<file path="config.mk">
export PLATFORM = sky130hd
export DESIGN_NAME = particle_animation_step
export DESIGN_NICKNAME = d
export VERILOG_FILES = /design/src/rtl/pas_pkg.sv /design/src/rtl/pas_div.sv /design/src/rtl/pas_sqrt.sv /design/src/rtl/pas_mul.sv /design/src/rtl/particle_animation_step.sv
export SDC_FILE = /design/constraint.sdc
export NUM_CORES = 2
export LEC_CHECK = 0
export ABC_AREA = 1
export CAP_MARGIN = 20
export CORE_UTILIZATION = 35
export CTS_CLUSTER_SIZE = 25
export DETAILED_ROUTE_END_ITERATION = 6
export DONT_BUFFER_PORTS = 1
export HOLD_SLACK_MARGIN = 0.03
export PLACE_DENSITY = 0.59
export SYNTH_ARGS = -nofsm -noshare
export SYNTH_HDL_FRONTEND = slang
export SYNTH_SLANG_ARGS = --single-unit
</file>
<file path="constraint.sdc">
create_clock -name clk -period 15.57 [get_ports clk]
set_input_delay 1.557 -clock clk [delete_from_list [all_inputs] [get_ports clk]]
set_output_delay 1.557 -clock clk [all_outputs]
set_load 0.05 [all_outputs]
</file>
<file path="src/rtl/pas_pkg.sv">
// Shared types and constants for the particle animation step block.
// No dependencies; imported by the top level and the shared multiplier.
package pas_pkg;

  localparam int MUL_AW = 35;
  localparam int MUL_BW = 20;
  localparam int MUL_PW = MUL_AW + MUL_BW;

  localparam logic [16:0] ONE_Q16 = 17'h10000;

  localparam logic CMD_TICK  = 1'b0;
  localparam logic CMD_SPAWN = 1'b1;

  localparam logic [1:0] MODE_BOUNCE_IN  = 2'd0;
  localparam logic [1:0] MODE_BOUNCE_OUT = 2'd1;
  localparam logic [1:0] MODE_CIRC_IN    = 2'd2;
  localparam logic [1:0] MODE_HOLD       = 2'd3;

  typedef enum logic [2:0] {
    S_IDLE, S_LOAD, S_DIV, S_MUL, S_SQRT, S_OUT
  } state_t;

  typedef enum logic [3:0] {
    OP_FSQ, OP_BF, OP_BM, OP_ANG, OP_DX, OP_DY,
    OP_VX, OP_VY, OP_PW, OP_W, OP_PH, OP_H
  } op_t;

  typedef enum logic [2:0] {
    REG_POS_X, REG_POS_Y, REG_VEL_X, REG_VEL_Y,
    REG_WIDTH, REG_HEIGHT, REG_SPIN, REG_LIFE
  } cfg_reg_t;

  typedef enum logic [1:0] {SEG_A, SEG_B, SEG_C, SEG_D} bo_seg_t;

  typedef struct packed {
    bo_seg_t            seg;
    logic signed [19:0] u;
  } bo_pre_t;

endpackage

</file>
<file path="src/rtl/pas_div.sv">
// Bit-serial restoring divider for the time fraction: num * 2^16 / den.
// Requires num <= den; 17 quotient bits, one per cycle. No dependencies.
module pas_div (
  input  logic        clk,
  input  logic        rst,
  input  logic        start,
  input  logic [15:0] num,
  input  logic [15:0] den,
  output logic        done,
  output logic [16:0] quo
);

  logic [16:0] rem;
  logic [4:0]  cnt;
  logic        first;
  logic        busy;
  logic [16:0] trial;
  logic        ge;

  assign trial = first ? rem : {rem[15:0], 1'b0};
  assign ge    = trial >= {1'b0, den};

  always_ff @(posedge clk) begin
    if (rst) begin
      busy  <= 1'b0;
      done  <= 1'b0;
      cnt   <= '0;
      first <= 1'b0;
    end else begin
      done <= 1'b0;
      if (start) begin
        rem   <= {1'b0, num};
        quo   <= '0;
        cnt   <= 5'd17;
        first <= 1'b1;
        busy  <= 1'b1;
      end else if (busy) begin
        rem   <= ge ? trial - {1'b0, den} : trial;
        quo   <= {quo[15:0], ge};
        first <= 1'b0;
        cnt   <= cnt - 5'd1;
        if (cnt == 5'd1) begin
          busy <= 1'b0;
          done <= 1'b1;
        end
      end
    end
  end

endmodule

</file>
<file path="src/rtl/pas_sqrt.sv">
// Digit-by-digit integer square root of a 33-bit value, 17 root bits,
// one per cycle. No dependencies.
module pas_sqrt (
  input  logic        clk,
  input  logic        rst,
  input  logic        start,
  input  logic [32:0] x,
  output logic        done,
  output logic [16:0] root
);

  logic [33:0] xs;
  logic [20:0] rem;
  logic [4:0]  cnt;
  logic        busy;
  logic [20:0] rs;
  logic [20:0] tr;
  logic        ge;

  assign rs = {rem[18:0], xs[33:32]};
  assign tr = {2'b00, root, 2'b01};
  assign ge = rs >= tr;

  always_ff @(posedge clk) begin
    if (rst) begin
      busy <= 1'b0;
      done <= 1'b0;
      cnt  <= '0;
    end else begin
      done <= 1'b0;
      if (start) begin
        xs   <= {1'b0, x};
        rem  <= '0;
        root <= '0;
        cnt  <= 5'd17;
        busy <= 1'b1;
      end else if (busy) begin
        rem  <= ge ? rs - tr : rs;
        root <= {root[15:0], ge};
        xs   <= {xs[31:0], 2'b00};
        cnt  <= cnt - 5'd1;
        if (cnt == 5'd1) begin
          busy <= 1'b0;
          done <= 1'b1;
        end
      end
    end
  end

endmodule

</file>
<file path="src/rtl/pas_mul.sv">
// Shared signed multiplier with a registered product.
// Depends on pas_pkg for operand widths.
module pas_mul (
  input  logic                         clk,
  input  logic signed [pas_pkg::MUL_AW-1:0] a,
  input  logic signed [pas_pkg::MUL_BW-1:0] b,
  output logic signed [pas_pkg::MUL_PW-1:0] p
);
  import pas_pkg::*;

  always_ff @(posedge clk) begin
    p <= a * b;
  end

endmodule

</file>
<file path="src/rtl/particle_animation_step.sv">
// Particle animation step: one request at a time. The work is done by the
// fraction divider, the square root, twelve passes through one multiplier
// and the load and handoff states. A stalled result holds the block; in_ready
// is high only while idle. Synchronous reset clears the particle state and
// loads the configuration defaults.
module particle_animation_step (
  input  logic               clk,
  input  logic               rst,
  input  logic               cfg_wr_en,
  input  logic [2:0]         cfg_index,
  input  logic [23:0]        cfg_data,
  input  logic               in_valid,
  output logic               in_ready,
  input  logic               command,
  input  logic [15:0]        elapsed_ms,
  input  logic [1:0]         motion_mode,
  output logic               out_valid,
  input  logic               out_ready,
  output logic signed [23:0] out_pos_x,
  output logic signed [23:0] out_pos_y,
  output logic [17:0]        out_width,
  output logic [17:0]        out_height,
  output logic signed [16:0] out_angle,
  output logic               is_alive
);
  import pas_pkg::*;

  function automatic bo_pre_t bo_pre(input logic [16:0] t);
    logic [20:0]        a;
    logic signed [21:0] u;
    bo_pre_t            r;
    a = {1'b0, t, 3'b000} + {3'b000, t, 1'b0} + {4'b0000, t};
    if (a < 21'd262144) begin
      r.seg = SEG_A;
      u = $signed({1'b0, a});
    end else if (a < 21'd524288) begin
      r.seg = SEG_B;
      u = $signed({1'b0, a}) - 22'sd393216;
    end else if (a < 21'd655360) begin
      r.seg = SEG_C;
      u = $signed({1'b0, a}) - 22'sd589824;
    end else begin
      r.seg = SEG_D;
      u = $signed({a, 1'b0}) - 22'sd1376256;
    end
    r.u = u[19:0];
    return r;
  endfunction

  function automatic logic [16:0] bo_post(input bo_seg_t seg, input logic [36:0] sq);
    logic [37:0] s;
    logic [17:0] r;
    case (seg)
      SEG_A: begin
        s = {1'b0, sq} + 38'd524288;
        r = s[37:20];
      end
      SEG_B: begin
        s = {1'b0, sq} + 38'd524288;
        r = 18'd49152 + s[37:20];
      end
      SEG_C: begin
        s = {1'b0, sq} + 38'd524288;
        r = 18'd61440 + s[37:20];
      end
      default: begin
        s = {1'b0, sq} + 38'd2097152;
        r = 18'd64512 + {2'b00, s[37:22]};
      end
    endcase
    return (r > {1'b0, ONE_Q16}) ? ONE_Q16 : r[16:0];
  endfunction

  function automatic logic signed [MUL_PW-1:0] rnd_shift(
    input logic signed [MUL_PW-1:0] x, input int unsigned sh);
    logic [MUL_PW-1:0] mag;
    logic [MUL_PW-1:0] r;
    mag = x[MUL_PW-1] ? MUL_PW'(-x) : MUL_PW'(x);
    r = (mag + (MUL_PW'(1) << (sh - 1))) >> sh;
    return x[MUL_PW-1] ? -$signed(r) : $signed(r);
  endfunction

  function automatic logic signed [19:0] vel_delta(
    input logic [15:0] v, input logic signed [19:0] d2, input logic [1:0] mode);
    logic signed [19:0] sv;
    logic signed [19:0] r;
    sv = $signed({{4{v[15]}}, v});
    case (mode)
      MODE_BOUNCE_IN:  r = (sv <<< 3) - sv;
      MODE_BOUNCE_OUT: r = (sv <<< 2) + sv;
      MODE_CIRC_IN:    r = d2;
      default:         r = '0;
    endcase
    return r;
  endfunction

  function automatic logic [17:0] size_fin(
    input logic [15:0] s, input logic signed [19:0] d, input logic [1:0] mode);
    logic signed [19:0] v;
    v = $signed({4'b0000, s}) + d;
    if (mode == MODE_HOLD) return {2'b00, s};
    if (v < 0) return '0;
    return v[17:0];
  endfunction

  // configuration
  logic [23:0] start_pos_x, start_pos_y;
  logic [15:0] start_vel_x, start_vel_y;
  logic [15:0] start_width, start_height;
  logic [16:0] spin_total;
  logic [15:0] life_span;

  // particle state
  logic [31:0]        age_ms;
  logic [23:0]        cur_pos_x, cur_pos_y;
  logic signed [19:0] cur_vel_x, cur_vel_y;
  logic [1:0]         mode_held;
  logic               live_flag;
  logic               cmd_q;

  state_t state, state_next;
  op_t    opc;
  logic   ph;

  logic [16:0]        f_q, circ_q, bf_q, bm_q;
  logic signed [16:0] ang_q;
  logic signed [19:0] dx_q, dy_q;
  logic [31:0]        prod_w, prod_h;
  logic [17:0]        wid_q, hei_q;

  logic        div_start, div_done, sq_start, sq_done;
  logic [16:0] div_quo, sq_root;
  logic [32:0] sq_x;

  logic signed [MUL_AW-1:0] mul_a;
  logic signed [MUL_BW-1:0] mul_b;
  logic signed [MUL_PW-1:0] mul_p, r16, r32;

  logic [15:0]        life_eff, amin;
  logic [32:0]        age_sum;
  logic [31:0]        age_new;
  logic [16:0]        pre_t;
  bo_pre_t            bo;
  logic [16:0]        e_sel;
  logic signed [19:0] m_sel, dsel_x, dsel_y;
  logic               in_acc, out_load;

  assign life_eff = (life_span == 16'd0) ? 16'd1 : life_span;
  assign amin     = (age_ms >= {16'b0, life_eff}) ? life_eff : age_ms[15:0];
  assign age_sum  = {1'b0, age_ms} + {17'b0, elapsed_ms};
  assign age_new  = age_sum[32] ? 32'hFFFF_FFFF : age_sum[31:0];
  assign in_acc   = in_valid && in_ready;
  assign out_load = (state == S_OUT) && (!out_valid || out_ready);

  assign pre_t  = (opc == OP_BM) ? ONE_Q16 - f_q : f_q;
  assign bo     = bo_pre(pre_t);
  assign dsel_x = vel_delta(start_vel_x, dx_q, mode_held);
  assign dsel_y = vel_delta(start_vel_y, dy_q, mode_held);
  assign m_sel  = (mode_held == MODE_BOUNCE_IN) ? -20'sd58982 : 20'sd131072;
  assign r16    = rnd_shift(mul_p, 16);
  assign r32    = rnd_shift(mul_p, 32);
  assign sq_x   = 33'h1_0000_0000 - mul_p[32:0];

  always_comb begin
    case (mode_held)
      MODE_BOUNCE_IN:  e_sel = ONE_Q16 - bm_q;
      MODE_BOUNCE_OUT: e_sel = bf_q;
      MODE_CIRC_IN:    e_sel = circ_q;
      default:         e_sel = '0;
    endcase
  end

  always_comb begin
    case (opc)
      OP_FSQ: begin
        mul_a = {18'b0, f_q};
        mul_b = {3'b000, f_q};
      end
      OP_BF, OP_BM: begin
        mul_a = {{15{bo.u[19]}}, bo.u};
        mul_b = bo.u;
      end
      OP_ANG: begin
        mul_a = {{18{spin_total[16]}}, spin_total};
        mul_b = {3'b000, bf_q};
      end
      OP_DX: begin
        mul_a = {{19{start_vel_x[15]}}, start_vel_x};
        mul_b = -20'sd6554;
      end
      OP_DY: begin
        mul_a = {{19{start_vel_y[15]}}, start_vel_y};
        mul_b = -20'sd6554;
      end
      OP_VX: begin
        mul_a = {{15{dsel_x[19]}}, dsel_x};
        mul_b = {3'b000, f_q};
      end
      OP_VY: begin
        mul_a = {{15{dsel_y[19]}}, dsel_y};
        mul_b = {3'b000, f_q};
      end
      OP_PW: begin
        mul_a = {19'b0, start_width};
        mul_b = {3'b000, e_sel};
      end
      OP_W: begin
        mul_a = {3'b000, prod_w};
        mul_b = m_sel;
      end
      OP_PH: begin
        mul_a = {19'b0, start_height};
        mul_b = {3'b000, e_sel};
      end
      OP_H: begin
        mul_a = {3'b000, prod_h};
        mul_b = m_sel;
      end
      default: begin
        mul_a = '0;
        mul_b = '0;
      end
    endcase
  end

  pas_mul u_mul (.clk(clk), .a(mul_a), .b(mul_b), .p(mul_p));

  pas_div u_div (
    .clk(clk), .rst(rst), .start(div_start), .num(amin), .den(life_eff),
    .done(div_done), .quo(div_quo)
  );

  pas_sqrt u_sqrt (
    .clk(clk), .rst(rst), .start(sq_start), .x(sq_x),
    .done(sq_done), .root(sq_root)
  );

  // sequencer
  always_ff @(posedge clk) begin
    if (rst) begin
      state <= S_IDLE;
    end else begin
      state <= state_next;
    end
  end

  always_comb begin
    state_next = state;
    in_ready   = 1'b0;
    div_start  = 1'b0;
    sq_start   = 1'b0;
    unique case (state)
      S_IDLE: begin
        in_ready = 1'b1;
        if (in_valid) state_next = S_LOAD;
      end
      S_LOAD: begin
        div_start  = 1'b1;
        state_next = S_DIV;
      end
      S_DIV: begin
        if (div_done) state_next = S_MUL;
      end
      S_MUL: begin
        if (ph) begin
          if (opc == OP_FSQ) begin
            sq_start   = 1'b1;
            state_next = S_SQRT;
          end else if (opc == OP_H) begin
            state_next = S_OUT;
          end
        end
      end
      S_SQRT: begin
        if (sq_done) state_next = S_MUL;
      end
      S_OUT: begin
        if (!out_valid || out_ready) state_next = S_IDLE;
      end
      default: state_next = S_IDLE;
    endcase
  end

  // configuration registers
  always_ff @(posedge clk) begin
    if (rst) begin
      start_pos_x  <= '0;
      start_pos_y  <= '0;
      start_vel_x  <= '0;
      start_vel_y  <= '0;
      start_width  <= 16'd256;
      start_height <= 16'd256;
      spin_total   <= '0;
      life_span    <= 16'd1000;
    end else if (cfg_wr_en) begin
      unique case (cfg_reg_t'(cfg_index))
        REG_POS_X:  start_pos_x  <= cfg_data;
        REG_POS_Y:  start_pos_y  <= cfg_data;
        REG_VEL_X:  start_vel_x  <= cfg_data[15:0];
        REG_VEL_Y:  start_vel_y  <= cfg_data[15:0];
        REG_WIDTH:  start_width  <= cfg_data[15:0];
        REG_HEIGHT: start_height <= cfg_data[15:0];
        REG_SPIN:   spin_total   <= cfg_data[16:0];
        REG_LIFE:   life_span    <= cfg_data[15:0];
        default: ;
      endcase
    end
  end

  // particle state and datapath
  always_ff @(posedge clk) begin
    if (rst) begin
      age_ms    <= '0;
      cur_pos_x <= '0;
      cur_pos_y <= '0;
      cur_vel_x <= '0;
      cur_vel_y <= '0;
      mode_held <= '0;
      live_flag <= 1'b0;
      cmd_q     <= 1'b0;
      opc       <= OP_FSQ;
      ph        <= 1'b0;
    end else begin
      if (in_acc) begin
        cmd_q <= command;
        if (command == CMD_SPAWN) begin
          cur_pos_x <= start_pos_x;
          cur_pos_y <= start_pos_y;
          cur_vel_x <= {{4{start_vel_x[15]}}, start_vel_x};
          cur_vel_y <= {{4{start_vel_y[15]}}, start_vel_y};
          mode_held <= motion_mode;
          age_ms    <= '0;
          live_flag <= 1'b1;
        end else begin
          age_ms    <= age_new;
          if (age_new >= {16'b0, life_eff}) live_flag <= 1'b0;
          cur_pos_x <= cur_pos_x + {{4{cur_vel_x[19]}}, cur_vel_x};
          cur_pos_y <= cur_pos_y + {{4{cur_vel_y[19]}}, cur_vel_y};
        end
      end
      if (state == S_DIV && div_done) begin
        f_q <= div_quo;
        opc <= OP_FSQ;
        ph  <= 1'b0;
      end
      if (state == S_SQRT && sq_done) circ_q <= ONE_Q16 - sq_root;
      if (state == S_MUL) begin
        ph <= ~ph;
        if (ph) begin
          if (opc != OP_H) opc <= op_t'(opc + 4'd1);
          case (opc)
            OP_BF:  bf_q  <= bo_post(bo.seg, mul_p[36:0]);
            OP_BM:  bm_q  <= bo_post(bo.seg, mul_p[36:0]);
            OP_ANG: ang_q <= r16[16:0];
            OP_DX:  dx_q  <= r16[19:0];
            OP_DY:  dy_q  <= r16[19:0];
            OP_VX:  if (cmd_q != CMD_SPAWN)
                      cur_vel_x <= $signed({{4{start_vel_x[15]}}, start_vel_x}) + r16[19:0];
            OP_VY:  if (cmd_q != CMD_SPAWN)
                      cur_vel_y <= $signed({{4{start_vel_y[15]}}, start_vel_y}) + r16[19:0];
            OP_PW:  prod_w <= mul_p[31:0];
            OP_W:   wid_q  <= size_fin(start_width, r32[19:0], mode_held);
            OP_PH:  prod_h <= mul_p[31:0];
            OP_H:   hei_q  <= size_fin(start_height, r32[19:0], mode_held);
            default: ;
          endcase
        end
      end
    end
  end

  // result register
  always_ff @(posedge clk) begin
    if (rst) begin
      out_valid <= 1'b0;
    end else if (out_load) begin
      out_valid <= 1'b1;
    end else if (out_ready) begin
      out_valid <= 1'b0;
    end
  end

  always_ff @(posedge clk) begin
    if (out_load) begin
      out_pos_x  <= cur_pos_x;
      out_pos_y  <= cur_pos_y;
      out_width  <= wid_q;
      out_height <= hei_q;
      out_angle  <= ang_q;
      is_alive   <= live_flag;
    end
  end

  a_div_in_div: assert property (@(posedge clk) disable iff (rst)
    div_done |-> state == S_DIV) else $error("divider finished outside divide phase");

  a_sqrt_in_sqrt: assert property (@(posedge clk) disable iff (rst)
    sq_done |-> state == S_SQRT) else $error("square root finished outside its phase");

  a_spawn_live: assert property (@(posedge clk) disable iff (rst)
    (in_acc && command == CMD_SPAWN) |=> live_flag) else $error("spawn did not set live");

  a_frac_range: assert property (@(posedge clk) disable iff (rst)
    state == S_MUL |-> f_q <= ONE_Q16) else $error("time fraction above one");

endmodule
</file>
==> summary.md <==
| Metric | Value |
|---|---|
| Post-CTS sizing | 0 |
| Tcrit/Tclk final | 0.8825 |
| Seq cells post-synth | just under 800 |
| Hold_sp | ang_q[9] |
| Layout Cells excl Fill | around 12000 |
| Final hold vios | 0 |
| Mapped Cells | a little over 9000 |
| Worst EP arrival | 14370 ps |
| Status | completed |
| RR Startpoint | opc[0] |
| Vias in the first global route | between 60000 and 70000 |
| Nets | 10330 |
| Hold Crit Class | flop to flop |
| Static leakage | roughly 38 nW |
| Max rail drop VDD | 0.1587 mV |
| Core Footprint | a little over 200000 um2 |
| Hold path depth | 0 |
| Netlist cell types | 70 |
| R2r worst-path depth | between 50 and 60 |
| Max_cap viols | 0 |
| # IOs | approximately 160 |
| DR vias/cell | between 5 and 6 |
| Tot GR Track Use | 0.2339 |
| Setup TNS | 0 ps |
| Row count | ~170 |
| CTS tree | built |
| DRT Pass-1 Iters | 6 |
| WP data required | around 16000 ps |
| Final WL | about 250000 um |
| CTS clk-pin slew, worst paths | about 70 ps |
| Reg2reg setup slack | around 1800 ps |
| CP max stage delay | 1010 ps |
| Post-synth EDFFs | around 430 |
| Setup CP Type | flop to flop |
| Htree depth | 3 |
| Post-CTS setup buffer count | 0 |
| Worst clock skew | a little over 30 ps |
| Crit path launch type | flop |
| Fmax achieved | about 0.073 GHz |
| Post-Syn Nets | approximately 10000 |
| Detailed router's first-iteration violation count | 6003 |
| CTS Buffer Depth | 3 |
| Post-route ant nets | 0 |
| RSZ-0062 raised after global routing | no |
| Headroom to the max-slew limit | 0.1681 |
| Via Count | 62970 |
| Hold endpoint | out_angle[9] |
| CP max-delay cell | nand3_1 |
| Mapped cell area | 72970 um2 |
| Tightest Pin Transition | ~1200 ps |
| Drt wl/cell | roughly 21 um |
| Clock Sinks | between 700 and 800 |
| Setup violators final | 0 |
| Hold Buf Count CTS | 0 |
| Clock Latency Late Sink | between 700 and 800 ps |
| Area contributors post-synth | fa_1 (19%), edfxtp_1 (18%), nand2_1 (10%), dfxtp_1 (9.5%), inv_1 (8.4%) |
| Endpoint class of the critical path | flop |
| RePlAce Congestion | 0.9820 |
| Seq/Total Area, Yosys | 0.2723 |
| Global-route wire length before repair | 376300 um |
| CTS root buffer | clkbuf_16 |
| Share of cells above drive strength 1 | 0.05357 |
| Worst path most repeated cell | inv_1 |
| Gr ovfl total | 0 |
| Effective utilization at floorplan | 0.3524 |
| Port bufs | 0 |
| RR Endpoint | u_mul.p[54] |
| Synth warn | 0 |
| Fill count | around 21000 |
| Largest area contributor in the netlist | fa_1 |
| Pin count of the biggest net entering global routing | between 100 and 150 |
| Total CTS buffers | 86 |
| Residual DRC | 0 |
| CP Max Fanout | between 40 and 50 |
| Main synth FF type | edfxtp_1 |
| Async SR Flop Fraction | 0 |
| Min Tclk post-route | ~14000 ps |
| Area fraction of the dominant cell type after synthesis | 0.1877 |
| DIE WIDTH | between 400 and 500 um |
| Die height | about 460 um |
| Syn Area/Cell | a little under 8 um2 |
| Final slew viol count | 0 |
| Dpl cells | 11850 |
| P&R area growth vs syn | 8.610% |
| Die footprint | around 210000 um2 |
| DP HPWL | about 190000 um |
| PwrDens | 129.7 nW/um2 |
| Initial antenna violation count | 7 |
-- layout make-up --
class | instances | area, um2 | area share
diodes | 7 | 17.52 | 0.0002210
clock buffers | 106 | 2340 | 0.02952
clock inverters | 55 | 576.8 | 0.007278
inverters | 1664 | 6248 | 0.07885
multi-input cells | 6500 | 45780 | 0.5777
flip-flops and latches | 777 | 19870 | 0.2507
well taps | 2788 | 3488 | 0.04402
repair buffers | 119 | 928.4 | 0.01171
-- logic make-up after synthesis --
| logic type | count (synthesis) | synth area share |
|---|---|---|
| DFF | 777 | 0.2723 |
| buffers and inverters | 1975 | 0.1034 |
| and+or+nand+nor | 3479 | 0.1991 |
| xor gates and xnor gates | 329 | 0.03949 |
| AOI/OAI and AO/OA | 1551 | 0.1199 |
| muxes | 6 | 0.0008231 |
| adders and majority gates | 1135 | 0.2650 |
-- metrics by stage --
step	utilization	setup slack [ps]	power, W	instance area, um2	hold WS [ps]
after floorplan	-	4210	0.006383	72970	400.3
after global routing	0.3826	666.0	0.01098	79230	422.5
after detailed placement	0.3685	1976	0.008095	76300	404.5
final	0.3827	1829	0.01028	79250	411.6
after global placement	0.3682	1879	0.008052	76230	405.3
after CTS	0.3826	1923	0.01025	79220	414.5
-- cells in the final DEF, fill, tap and decap left out, types with 109 or more instances in the layout --
cell	count
a21oi_1	650
ha_1	451
o21ai_0	521
nor3_1	109
edfxtp_1	431
buf_4	114
xor2_1	221
inv_1	1635
dfxtp_1	345
nor2_1	792
nand3_1	275
fa_1	684
nand2_1	1997
-- cells in the mapped netlist, types with 14 or more instances --
cell type  count
nor3_1       120
a211oi_1      21
a21oi_1      652
o21bai_1      16
nor2_1       801
nand3_1      275
xnor2_1      105
inv_1       1639
buf_2         37
xor2_1       224
or2_2         34
ha_1         451
o211ai_1      47
edfxtp_1     431
nand2_4       16
nor4_1        22
nand3b_1      15
o221ai_1      19
o31ai_1       14
dfxtp_1      346
buf_1         17
a22oi_1       46
a21o_1        18
clkbuf_1     245
a22o_1        20
nand4_1       58
o21ai_0      521
nor2_2        33
a221oi_1      30
o21a_1        14
a21boi_0      14
nand2_1     2005
a31oi_1       55
nand2_2       53
fa_1         684
-- worst max-delay path: cells and delay by family (launching register included) --
kind | cells | cell delay [ps]
xor gates and xnor gates | 3 | 950
adders and majority gates | 12 | 5210
buffers and inverters | 13 | 1060
DFF | 1 | 350
AOI/OAI and AO/OA | 14 | 3080
and+or+nand+nor | 10 | 2940
-- worst max path at each step --
stage                  end  slack, ps  cells past startpoint  startpoint
6_report       u_mul.p[54]       1830                     52      opc[0]
5_1_grt        u_mul.p[45]        670                     54      opc[0]
4_1_cts        u_mul.p[44]       1920                     57      opc[0]
3_5_place_dp   u_mul.p[44]       1980                     57      opc[0]
3_3_place_gp   u_mul.p[54]       1880                     50      opc[0]
2_1_floorplan  u_mul.p[45]       4210                     55      opc[0]
-- sequential cells by signal, summed over array words and instances (netlist names), 32 cells and up --
| register | count |
|---|---|
| u_mul.p | 53 |
| u_sqrt.xs | 34 |
| prod_h | 32 |
| prod_w | 32 |
| age_ms | 32 |
-- layer usage --
metal	share of wire	wire length (um)	vias to the layer above	GRT usage
li1	-	-	29300	-
met1	0.42	105800	30390	0.3142
met2	0.45	111600	2725	0.3727
met3	0.085	21260	544	0.03897
met4	0.043	10640	4	0.09396
met5	0.00014	34	-	0
-- power breakdown --
part	leakage, nW	total (W)	internal (W)	switching (W)
Sequential	6.73	0.00278	0.00248	0.000293
Combinational	29.4	0.00537	0.00179	0.00358
Clock	1.41	0.00213	0.00120	0.000933
Power figures use the tool's default switching activity.
